## src/rtl/rk4_pkg.sv

```systemverilog
// types, constants, microcode program and arithmetic helpers for the rk4 integrator
`default_nettype none

package rk4_pkg;

  localparam int VALUE_WIDTH = 32;
  localparam int FRAC_BITS   = 24;
  localparam int PROD_WIDTH  = 2 * VALUE_WIDTH;
  localparam int STEP_BITS   = 10;
  localparam int MAX_STEPS   = 1023;
  localparam int STEP_WIDTH  = 31;
  localparam int ADDR_WIDTH  = 4;

  typedef logic signed [VALUE_WIDTH-1:0] value_t;
  typedef logic [VALUE_WIDTH-1:0]        umag_t;
  typedef logic [PROD_WIDTH-1:0]         prod_t;
  typedef logic [STEP_BITS-1:0]          steps_t;
  typedef logic [1:0]                    stage_t;

  localparam value_t VMAX = {1'b0, {(VALUE_WIDTH-1){1'b1}}};
  localparam value_t VMIN = {1'b1, {(VALUE_WIDTH-1){1'b0}}};

  // ceil(2^32 / 3): exact floor(x / 3) for x below 2^31
  localparam umag_t RECIP3 = umag_t'(64'd1431655766);

  localparam stage_t LAST_STAGE = 2'd3;

  typedef enum logic [1:0] {
    REG_STEP_SIZE    = 2'd0,
    REG_COEFF_SQUARE = 2'd1,
    REG_COEFF_LINEAR = 2'd2,
    REG_COEFF_CONST  = 2'd3
  } reg_idx_t;

  localparam logic [STEP_WIDTH-1:0] RST_STEP_SIZE    = 31'd167772;
  localparam value_t                RST_COEFF_SQUARE = 32'sd33554432;
  localparam value_t                RST_COEFF_LINEAR = -32'sd16777216;
  localparam value_t                RST_COEFF_CONST  = 32'sd16777216;

  typedef enum logic [1:0] {
    S_IDLE = 2'd0,
    S_RUN  = 2'd1,
    S_DONE = 2'd2
  } state_t;

  typedef enum logic [2:0] {
    MUL_NONE   = 3'd0,
    MUL_A2_ARG = 3'd1,
    MUL_T_ARG  = 3'd2,
    MUL_A1_ARG = 3'd3,
    MUL_H_T    = 3'd4,
    MUL_DIV6   = 3'd5
  } mul_sel_t;

  typedef enum logic [2:0] {
    WR_NONE        = 3'd0,
    WR_ARG         = 3'd1,
    WR_T_PROD      = 3'd2,
    WR_T_ADD_PROD  = 3'd3,
    WR_T_ADD_CONST = 3'd4,
    WR_K           = 3'd5,
    WR_SUM         = 3'd6,
    WR_Y           = 3'd7
  } wr_sel_t;

  typedef enum logic [1:0] {
    J_NEXT  = 2'd0,
    J_STAGE = 2'd1,
    J_STEP  = 2'd2
  } jmp_t;

  typedef struct packed {
    mul_sel_t mul;
    wr_sel_t  wr;
    jmp_t     jmp;
  } ucode_t;

  localparam int UCODE_LEN = 12;
  typedef logic [$clog2(UCODE_LEN)-1:0] pc_t;

  localparam ucode_t UCODE [UCODE_LEN] = '{
    '{MUL_NONE,   WR_ARG,         J_NEXT},
    '{MUL_A2_ARG, WR_NONE,        J_NEXT},
    '{MUL_NONE,   WR_T_PROD,      J_NEXT},
    '{MUL_T_ARG,  WR_NONE,        J_NEXT},
    '{MUL_A1_ARG, WR_T_PROD,      J_NEXT},
    '{MUL_NONE,   WR_T_ADD_PROD,  J_NEXT},
    '{MUL_NONE,   WR_T_ADD_CONST, J_NEXT},
    '{MUL_H_T,    WR_NONE,        J_NEXT},
    '{MUL_NONE,   WR_K,           J_NEXT},
    '{MUL_NONE,   WR_SUM,         J_STAGE},
    '{MUL_DIV6,   WR_NONE,        J_NEXT},
    '{MUL_NONE,   WR_Y,           J_STEP}
  };

  typedef struct packed {
    logic   ovf;
    value_t val;
  } sat_t;

  function automatic sat_t sat_add(input value_t a, input value_t b);
    logic [VALUE_WIDTH:0] s;
    sat_t r;
    s = {a[VALUE_WIDTH-1], a} + {b[VALUE_WIDTH-1], b};
    r.ovf = s[VALUE_WIDTH] ^ s[VALUE_WIDTH-1];
    r.val = r.ovf ? (s[VALUE_WIDTH] ? VMIN : VMAX) : value_t'(s[VALUE_WIDTH-1:0]);
    return r;
  endfunction

  function automatic umag_t mag(input value_t v);
    return v[VALUE_WIDTH-1] ? umag_t'(0) - umag_t'(v) : umag_t'(v);
  endfunction

  function automatic value_t half_trunc(input value_t v);
    value_t inc;
    inc = value_t'({{(VALUE_WIDTH-1){1'b0}}, v[VALUE_WIDTH-1]});
    return (v + inc) >>> 1;
  endfunction

  // product magnitude to fixed point, round half away from zero, saturate
  function automatic sat_t round_prod(input prod_t p, input logic neg);
    prod_t r;
    prod_t q;
    prod_t lim;
    sat_t  res;
    r   = p + (prod_t'(1) << (FRAC_BITS - 1));
    q   = r >> FRAC_BITS;
    lim = (prod_t'(1) << (VALUE_WIDTH - 1)) - prod_t'(!neg);
    res.ovf = q > lim;
    if (res.ovf) begin
      res.val = neg ? VMIN : VMAX;
    end else begin
      res.val = neg ? -value_t'(q[VALUE_WIDTH-1:0]) : value_t'(q[VALUE_WIDTH-1:0]);
    end
    return res;
  endfunction

endpackage

`default_nettype wire

```

## src/rtl/rk4_quadratic_ode_integrator.sv

```systemverilog
// rk4 integrator top level: apb registers, microcode sequencer and shared multiplier datapath
// a transaction with n steps runs n rk4 steps; n = 0 goes straight from idle to done
// each rk4 step runs the 12-word microcode program with the slope part four times,
//   all paced by the one shared 32x32 multiplier and its rounding stage
// a new item is taken only in idle, once the last item's steps are done, and may be taken while its result waits
// reset: synchronous rst clears control state and loads default step size and coefficients
`default_nettype none

module rk4_quadratic_ode_integrator (
  input  wire logic                             clk,
  input  wire logic                             rst,
  input  wire logic                             in_valid,
  output logic                                  in_ready,
  input  wire rk4_pkg::value_t                  start_value,
  input  wire rk4_pkg::steps_t                  step_count,
  output logic                                  out_valid,
  input  wire logic                             out_ready,
  output rk4_pkg::value_t                       end_value,
  output logic                                  overflow,
  input  wire logic                             psel,
  input  wire logic                             penable,
  input  wire logic                             pwrite,
  input  wire logic [rk4_pkg::ADDR_WIDTH-1:0]   paddr,
  input  wire logic [31:0]                      pwdata,
  output logic [31:0]                           prdata,
  output logic                                  pready
);
  import rk4_pkg::*;

  logic [STEP_WIDTH-1:0] step_size;
  value_t coeff_square, coeff_linear, coeff_const;

  state_t state, state_next;
  pc_t    pc, pc_next;
  stage_t stage, stage_next;
  steps_t steps_left, steps_next;
  value_t y, y_next, arg, arg_next, t, t_next, k, k_next, sum, sum_next;
  logic   flag, flag_next;
  prod_t  prod;
  logic   prod_neg;

  ucode_t uc;
  steps_t steps_init;
  umag_t  mul_a, mul_b;
  logic   mul_neg;
  sat_t   prod_r;
  umag_t  quot;
  value_t div6;
  logic   out_free;
  logic   cfg_wr;
  reg_idx_t cfg_idx;

  // configuration port
  assign pready  = 1'b1;
  assign cfg_wr  = psel && penable && pwrite && pready;
  assign cfg_idx = reg_idx_t'(paddr[3:2]);

  always_ff @(posedge clk) begin
    if (rst) begin
      step_size    <= RST_STEP_SIZE;
      coeff_square <= RST_COEFF_SQUARE;
      coeff_linear <= RST_COEFF_LINEAR;
      coeff_const  <= RST_COEFF_CONST;
    end else if (cfg_wr) begin
      case (cfg_idx)
        REG_STEP_SIZE:    step_size    <= pwdata[STEP_WIDTH-1:0];
        REG_COEFF_SQUARE: coeff_square <= value_t'(pwdata);
        REG_COEFF_LINEAR: coeff_linear <= value_t'(pwdata);
        REG_COEFF_CONST:  coeff_const  <= value_t'(pwdata);
        default: ;
      endcase
    end
  end

  always_comb begin
    case (cfg_idx)
      REG_STEP_SIZE:    prdata = {1'b0, step_size};
      REG_COEFF_SQUARE: prdata = coeff_square;
      REG_COEFF_LINEAR: prdata = coeff_linear;
      REG_COEFF_CONST:  prdata = coeff_const;
      default:          prdata = '0;
    endcase
  end

  // sequencer
  assign uc         = UCODE[pc];
  assign steps_init = (step_count > steps_t'(MAX_STEPS)) ? steps_t'(MAX_STEPS) : step_count;
  assign out_free   = !out_valid || out_ready;

  always_comb begin
    state_next = state;
    case (state)
      S_IDLE: begin
        if (in_valid) begin
          state_next = (steps_init == '0) ? S_DONE : S_RUN;
        end
      end
      S_RUN: begin
        if (uc.jmp == J_STEP && steps_left == steps_t'(1)) begin
          state_next = S_DONE;
        end
      end
      S_DONE: begin
        if (out_free) begin
          state_next = S_IDLE;
        end
      end
      default: state_next = S_IDLE;
    endcase
  end

  always_comb begin
    in_ready = (state == S_IDLE);
  end

  // shared multiplier operand select
  always_comb begin
    mul_a   = '0;
    mul_b   = '0;
    mul_neg = 1'b0;
    case (uc.mul)
      MUL_A2_ARG: begin
        mul_a   = mag(coeff_square);
        mul_b   = mag(arg);
        mul_neg = coeff_square[VALUE_WIDTH-1] ^ arg[VALUE_WIDTH-1];
      end
      MUL_T_ARG: begin
        mul_a   = mag(t);
        mul_b   = mag(arg);
        mul_neg = t[VALUE_WIDTH-1] ^ arg[VALUE_WIDTH-1];
      end
      MUL_A1_ARG: begin
        mul_a   = mag(coeff_linear);
        mul_b   = mag(arg);
        mul_neg = coeff_linear[VALUE_WIDTH-1] ^ arg[VALUE_WIDTH-1];
      end
      MUL_H_T: begin
        mul_a   = umag_t'(step_size);
        mul_b   = mag(t);
        mul_neg = t[VALUE_WIDTH-1];
      end
      MUL_DIV6: begin
        mul_a   = RECIP3;
        mul_b   = mag(sum) >> 1;
        mul_neg = sum[VALUE_WIDTH-1];
      end
      default: ;
    endcase
  end

  always_ff @(posedge clk) begin
    if (state == S_RUN && uc.mul != MUL_NONE) begin
      prod     <= prod_t'(mul_a) * prod_t'(mul_b);
      prod_neg <= mul_neg;
    end
  end

  assign prod_r = round_prod(prod, prod_neg);
  assign quot   = prod[PROD_WIDTH-1:VALUE_WIDTH];
  assign div6   = sum[VALUE_WIDTH-1] ? -value_t'(quot) : value_t'(quot);

  // datapath and step control
  always_comb begin
    sat_t s1;
    sat_t s2;
    y_next     = y;
    arg_next   = arg;
    t_next     = t;
    k_next     = k;
    sum_next   = sum;
    flag_next  = flag;
    steps_next = steps_left;
    stage_next = stage;
    pc_next    = pc;
    s1         = '0;
    s2         = '0;
    if (state == S_IDLE && in_valid) begin
      y_next     = start_value;
      steps_next = steps_init;
      flag_next  = 1'b0;
      stage_next = '0;
      pc_next    = '0;
    end else if (state == S_RUN) begin
      case (uc.wr)
        WR_ARG: begin
          if (stage == '0) begin
            arg_next = y;
          end else begin
            s1        = sat_add(y, (stage == LAST_STAGE) ? k : half_trunc(k));
            arg_next  = s1.val;
            flag_next = flag | s1.ovf;
          end
        end
        WR_T_PROD: begin
          t_next    = prod_r.val;
          flag_next = flag | prod_r.ovf;
        end
        WR_T_ADD_PROD: begin
          s1        = sat_add(t, prod_r.val);
          t_next    = s1.val;
          flag_next = flag | prod_r.ovf | s1.ovf;
        end
        WR_T_ADD_CONST: begin
          s1        = sat_add(t, coeff_const);
          t_next    = s1.val;
          flag_next = flag | s1.ovf;
        end
        WR_K: begin
          k_next    = prod_r.val;
          flag_next = flag | prod_r.ovf;
        end
        WR_SUM: begin
          if (stage == '0) begin
            sum_next = k;
          end else if (stage == LAST_STAGE) begin
            s2        = sat_add(sum, k);
            sum_next  = s2.val;
            flag_next = flag | s2.ovf;
          end else begin
            s1        = sat_add(k, k);
            s2        = sat_add(sum, s1.val);
            sum_next  = s2.val;
            flag_next = flag | s1.ovf | s2.ovf;
          end
        end
        WR_Y: begin
          s1        = sat_add(y, div6);
          y_next    = s1.val;
          flag_next = flag | s1.ovf;
        end
        default: ;
      endcase
      case (uc.jmp)
        J_NEXT: pc_next = pc + pc_t'(1);
        J_STAGE: begin
          if (stage == LAST_STAGE) begin
            pc_next = pc + pc_t'(1);
          end else begin
            pc_next    = '0;
            stage_next = stage + stage_t'(1);
          end
        end
        J_STEP: begin
          pc_next    = '0;
          stage_next = '0;
          steps_next = steps_left - steps_t'(1);
        end
        default: pc_next = '0;
      endcase
    end
  end

  always_ff @(posedge clk) begin
    if (rst) begin
      state      <= S_IDLE;
      pc         <= '0;
      stage      <= '0;
      steps_left <= '0;
      flag       <= 1'b0;
      out_valid  <= 1'b0;
    end else begin
      state      <= state_next;
      pc         <= pc_next;
      stage      <= stage_next;
      steps_left <= steps_next;
      flag       <= flag_next;
      if (state == S_DONE && out_free) begin
        out_valid <= 1'b1;
      end else if (out_ready) begin
        out_valid <= 1'b0;
      end
    end
  end

  always_ff @(posedge clk) begin
    y   <= y_next;
    arg <= arg_next;
    t   <= t_next;
    k   <= k_next;
    sum <= sum_next;
    if (state == S_DONE && out_free) begin
      end_value <= y;
      overflow  <= flag;
    end
  end

  // checks
  a_pc_range: assert property (@(posedge clk) disable iff (rst)
    state == S_RUN |-> pc < pc_t'(UCODE_LEN))
    else $error("microcode pc out of range");

  a_run_has_steps: assert property (@(posedge clk) disable iff (rst)
    state == S_RUN |-> steps_left != '0)
    else $error("running with no steps left");

  a_zero_steps: assert property (@(posedge clk) disable iff (rst)
    in_valid && in_ready && step_count == '0 |=> state == S_DONE)
    else $error("zero step transaction did not finish at once");

endmodule

`default_nettype wire
```

## config.mk

```make
export PLATFORM = sky130hd
export DESIGN_NAME = rk4_quadratic_ode_integrator
export DESIGN_NICKNAME = d
export VERILOG_FILES = /design/src/rtl/rk4_pkg.sv /design/src/rtl/rk4_quadratic_ode_integrator.sv
export SDC_FILE = /design/constraint.sdc
export NUM_CORES = 2
export LEC_CHECK = 0
export BUFFER_PORTS_ARGS = -buffer_cell sky130_fd_sc_hd__buf_4
export CAP_MARGIN = 5
export CELL_PAD_IN_SITES_DETAIL_PLACEMENT = 0
export CELL_PAD_IN_SITES_GLOBAL_PLACEMENT = 1
export CORE_MARGIN = 5
export CORE_UTILIZATION = 30
export DETAILED_ROUTE_END_ITERATION = 10
export PLACE_DENSITY_LB_ADDON = 0.25
export SLEW_MARGIN = 25
export SYNTH_ARGS = -nofsm -noshare
export SYNTH_HDL_FRONTEND = slang
export SYNTH_SLANG_ARGS = --single-unit
```

## constraint.sdc

```tcl
create_clock -name clk -period 10.55 [get_ports clk]
set_input_delay 2.11 -clock clk [delete_from_list [all_inputs] [get_ports clk]]
set_output_delay 2.11 -clock clk [all_outputs]
set_load 0.005 [all_outputs]
```

[After elaboration in Yosys (flattened, before gate mapping)]
Memory sizes are Yosys's and may differ from the RTL's.
Index checks and enable logic that the tools add are counted.
Operators by class
  equal/unequal tests: 27
  reduce and logical (&&, ||, !) cells: 38
  multiplexer cells: 56
  order comparisons: 3
  multiply operators: 1
  $add $sub $neg: 20
  bitwise logic cells: 20
Operators by type and width (count)
  two-way mux 32 bit: 30
  adder 32 x 32 -> 33 bit: 7
  case mux 32 bit (3 select lines): 2
  case mux 32 bit (5 select lines): 1
  subtractor 1 x 32 -> 32 bit, first input constant: 5
  case mux 32 bit (4 select lines): 1
  adder 64 x 24 -> 64 bit, second input constant: 1
  greater-than comparator 40 x 64 -> 1 bit: 1
  multiplier 32 x 32 -> 64 bit: 1
  negation 32 bit: 2
  two-way mux 10 bit: 4
  subtractor 32 x 1 -> 33 bit, first input constant: 1
  adder 32 x 2 -> 32 bit: 1
  equality test 3 bit, second input constant: 6
  AND reduction 3 bit: 6
  two-way mux 8 bit: 2
  equality test 3 x 2 -> 1 bit, second input constant: 4
  != test 2 bit, second input constant: 6
  AND reduction 2 bit: 6
  equality test 10 x 1 -> 1 bit, second input constant: 1
  equality test 2 bit, second input constant: 5
  greater-than comparator 10 bit, second input constant: 1
  zero test 10 bit: 1
  two-way mux 2 bit: 5
  27 further kinds: 65
Word-level totals
  memories: 1
  flip-flop bits (word level): 405
  word-level logic and storage cells: 185
  memory bits (read-only): 128
Memory list
  (name not given): depth 16, bits a word 8, read ports 1, clocked after Yosys merged registers in 0, wr ports 0, RTL line rk4_quadratic_ode_integrator.sv:86  | assign uc = UCODE[pc];

[Longest topological paths before layout]
  depth in word-level cells: 9
  mapped depth: 41

[Least setup slack after synthesis]
No wires, ideal clock.
  path type: register to register
  start: reg pc[0]
  end: reg prod[62] (data pin)
  clock period less this slack: 10.532 ns
  arrival time: 10.352 ns
  required time: 10.370 ns
  path slack: 0.018 ns
  stages on the path, launching flop included: 38
  cells stage by stage: dfxtp_1 > inv_1 > ha_1 > mux2i_1 > nand2b_1 > clkbuf_1 > or2_2 > clkbuf_1 > buf_2 > buf_1 > o22ai_1 > a2111oi_0 > clkbuf_1 > nor2_1 > fa_1 > fa_1 > fa_1 > inv_1 > [... 2 more ...] > fa_1 > fa_1 > fa_1 > inv_1 > fa_1 > inv_1 > ha_1 > nand3_1 > nor3_1 > nand4_1 > nor4_1 > a211o_1 > o21ai_0 > a2111oi_0 > o21ai_0 > a21boi_0 > o21ai_0 > a221oi_1
Between the ends
  word-level cells in the longest chain between the ends: 8
  elaborated cells on any way between the ends: 13
  those cells by class: 1 x mul; 5 x eq/ne; 4 x mux; 1 x bitwise; 1 x reduce/logical; 1 x memory
RTL lines
  start: declaration: RTL line rk4_quadratic_ode_integrator.sv:34  | pc_t pc, pc_next;
  start signal: assignment: RTL line rk4_quadratic_ode_integrator.sv:263  | pc <= pc_next;
  inverter 4 -> 5 bit (implied by the code) (*): RTL line rk4_quadratic_ode_integrator.sv:86
  memory (16 x 8 bit) (*)
  two-way mux 8 bit (implied by the code) (*) (2 in a row): RTL line rk4_quadratic_ode_integrator.sv:86
  equality test 3 x 2 -> 1 bit / equality test 3 x 1 -> 1 bit (equally long branches): RTL line rk4_quadratic_ode_integrator.sv:121  | case (uc.mul)
  OR reduction 3 bit (no source line)
  case mux 32 bit (3 select lines): RTL line rk4_quadratic_ode_integrator.sv:121
  multiplier 32 x 32 -> 64 bit (*): RTL line rk4_quadratic_ode_integrator.sv:153  | prod <= prod_t'(mul_a) * prod_t'(mul_b);
  end signal: assignment: RTL line rk4_quadratic_ode_integrator.sv:153
  end: declaration: RTL line rk4_quadratic_ode_integrator.sv:39  | prod_t prod;
Every way passes the cells marked *; elsewhere a longest branch is shown, timed or not. The select of a mux whose other input is x is not followed.
A chain may end at the register's enable or synchronous reset.

[Final worst setup path]
  start: reg t[1]
  end: reg prod[51] (data pin)
Between the ends
  word-level cells in the longest chain between the ends: 4
  elaborated cells on any way between the ends: 5
  those cells by class: 1 x add/sub; 1 x mul; 3 x mux
RTL lines
  start: declaration: RTL line rk4_quadratic_ode_integrator.sv:37  | value_t y, y_next, arg, arg_next, t, t_next, k, k_next, sum, sum_next;
  start signal: assignment: RTL line rk4_quadratic_ode_integrator.sv:278  | t <= t_next;
  subtractor 1 x 32 -> 32 bit: RTL line rk4_pkg.sv:111  | return v[VALUE_WIDTH-1] ? umag_t'(0) - umag_t'(v) : umag_t'(v);
  two-way mux 32 bit (*): RTL line rk4_pkg.sv:111
  case mux 32 bit (5 select lines) / case mux 32 bit (3 select lines) (equally long branches): RTL line rk4_quadratic_ode_integrator.sv:121
  multiplier 32 x 32 -> 64 bit (*): RTL line rk4_quadratic_ode_integrator.sv:153
Every way passes the cells marked *; elsewhere a longest branch is shown, timed or not.

==> results.yml <==
sta:
  rsz0062_at_grt: "yes"
  holdWs_ns: 0.486
  finClkSkew_ns: 0.100
  period_needed_ns: 10.99
  slew_headroom_pct: 32.7
  fin_tns_setup_ns: -6.32
  worst_pin_slew_ns: 1.01
  finalMaxSlewViolations: 0
  hold_violations: 0
  clock.fmax_ghz: 0.0910
  fin_ws_ns: -0.441
  setup_violations: 25
  timing.final.crit_share_pct: 104
global_routing:
  grt_util_all_layers_pct: 25.5
  antenna_found_initial: 14
  first_global_vias: 61300
  grt_max_degree: 104
  grt_pass1_wl_mm: 433
  gr-total-overflow: 0
power_and_ir_drop:
  p_per_area_nw_per_um2: 63.6
  vdd_drop_max_uv: 110
  p_total_mw: 5.14
  p_leak_nw: 37.0
cts:
  cts_sinks: 382
  clk_pin_slew_worst_paths_ns: 0.06
  cts_hold_buf: 0
  root_buffer: "clkbuf_16"
  clockBufferDepth: 3
  cts_inserted_buffers: 46
  clock_latency_ns: 0.70
  cts_tree: "built"
  htreeDepth: 2
setup_path:
  crit_path_frequent_cell: "fa_1"
  cp_max_fo: 10
  critical_path.max_stage_delay_ns: 0.60
  required_ns: 10.91
  reg2regPathDepth: 40
  worstPathArrival_ns: 11.35
  crit_path_end_kind: "flop"
  worstSetupPathType: "flop to flop"
  start_kind: "flop"
  crit_slowest_cell: "fa_2"
cells_and_area:
  syn_to_final_growth_pct: 21.5
  nets: 10200
  fin_area_um2: 80900
  layout.filler_cells: 22800
  drive_gt1_share_pct: 16.8
floorplan:
  core_um2: 220000
  io_pins: 153
  die_h_um: 481
  die-area_um2: 231000
  chipWidth_um: 481
  core.rowCount: 172
  start_util_pct: 30.2
place:
  pre_cts_ws_ns: -1.24
  port_buffers: 149
  gp_congestion: 0.962
  dp_hpwl_mm: 257
  dpl_cell_area_um2: 77900
yosys:
  async_flop_share_pct: 0
  synth_mux_area_share_pct: 1.65
  synth_top_family_by_area: "adder cells"
  synth_flop_cell: "edfxtp_1"
  synth_cell_types: 94
  synth_edf_count: 235
  ys_warn_count: 0
  postSynthAreaPerCell_um2: 8.29
  synth_xor_area_share_pct: 5.38
  syn_nets: 9511
  synth_compound_area_share_pct: 15.3
  synth-seq-cells: 382
  synthCells: 8022
  syn_area_um2: 66500
  synthSimpleGateAreaFrac_pct: 17.4
  synthAdderAreaFrac_pct: 36.6
  yosysSeqAreaShare_pct: 15.0
route:
  num_vias: 61400
  vias_per_cell: 5.22
  route.detailed.drc: 0
  drtIter0Drc: 5377
  wire_per_inst_um: 25.6
  ant_nets: 0
  wl_mm: 301
  first_pass_iters: 6
hold_path:
  hold_depth: 2
  hp-class: "flop to flop"
run_status:
  violations: "setup timing"
  status: "finished with violations"
job:
  drv_cap: 0
## worst max-delay path: cells and delay by family (launching register included)
family / cells / cell delay [ns]
XOR/XNOR: 2 / 0.26
adder cells (fa/ha/maj): 10 / 4.55
flip-flops: 1 / 0.48
AO/OA/AOI/OAI: 11 / 1.94
AND/OR/NAND/NOR: 6 / 1.98
buffers and inverters: 11 / 1.40
## layout by cell type, fill, tap and decap left out, types with 33 or more instances in the layout
master     instances
xor2_1           179
fa_1             876
and2_1            46
a21oi_1          453
nand4_1           49
a21o_1           118
o211ai_1          52
nor3_1            83
nand2_1         1081
buf_12            76
nor2_1           858
o21ai_0          347
inv_1           1094
edfxtp_1         235
or3_1             49
nand3_1          120
o22ai_1           46
o21a_1            76
a211oi_1          48
and3_1            42
buf_4            980
xnor2_1          213
or2_2             33
clkbuf_16         48
ha_1             492
dfxtp_1          147
nor2b_1           50
nand2b_1          60
o31ai_1           85
a31oi_1           34
## power breakdown
part           internal (mW)  switching [mW]
Combinational          0.602           0.983
Clock                  0.975           0.782
Sequential              1.69           0.114
## flip-flops by register name, summed over array words and instances (netlist names), 4 cells and up
signal and flops:
prod 41, arg 32, coeff_const 32, coeff_linear 32
coeff_square 32, end_value 32, k 32, sum 32
t 32, y 32, step_size 31, steps_left 10
pc 4
## final timing paths
check | start | end | slack (ns)
worst min register to register | steps_left[9] | steps_left[9] | 0.49
worst max-delay path | t[1] | prod[51] | -0.44
worst max register to register | t[1] | prod[51] | -0.44
worst min-delay path | steps_left[9] | steps_left[9] | 0.49
## routing by layer
metal	part of all wire [%]	track usage, %	wire length [µm]	up-vias
met5	0	0	0	-
met4	4.7	9.58	14200	0
met1	44	35.0	132000	30900
li1	-	-	-	28000
met2	46	41.5	137000	2090
met3	5.9	2.77	17700	401
## logic make-up after synthesis
| group | Yosys count |
|---|---|
| flip-flops | 382 |
| buffers and inverters | 1506 |
| AND/OR/NAND/NOR | 2655 |
| adder cells (fa/ha/maj) | 1408 |
| AO/OA/AOI/OAI | 1591 |
| other | 1 |
| multiplexers | 70 |
| XOR/XNOR | 409 |
## cell usage after synthesis, drive strengths merged (121+ instances only)
master / n / area, µm²
o21ai: 380 / 1910
nand3: 121 / 606
a21oi: 472 / 2360
nor2: 882 / 3310
edfxtp: 235 / 7060
inv: 1099 / 4130
nand2: 1087 / 4080
fa: 901 / 18000
xor2: 187 / 1640
clkbuf: 366 / 1370
ha: 503 / 6290
xnor2: 222 / 1940
dfxtp: 147 / 2940
## cell type report
type                    count  area [µm²]  area share (%)
multi-input cells        6134       52200            64.5
flip-flops and latches    382       10000            12.4
repair buffers           1082        9200            11.4
inverters                1100        4130            5.11
well taps                2958        3700            4.58
clock buffers              55        1270            1.57
clock inverters            29         362           0.447
diodes                      5        12.5          0.0155
## metrics by stage
stage	std cells	utilization [%]
3_3_place_gp	11600	35.4
6_report	11700	36.7
2_1_floorplan	8022	-
5_1_grt	11700	36.7
4_1_cts	11700	36.5
3_5_place_dp	11600	35.4
## repair_timing
action	CTS	global route
pin swaps	69	51
resized for setup	121	89
setup buffers	24	18
endpoints found under the setup margin	31	37
(Power assumes the default switching activity.)
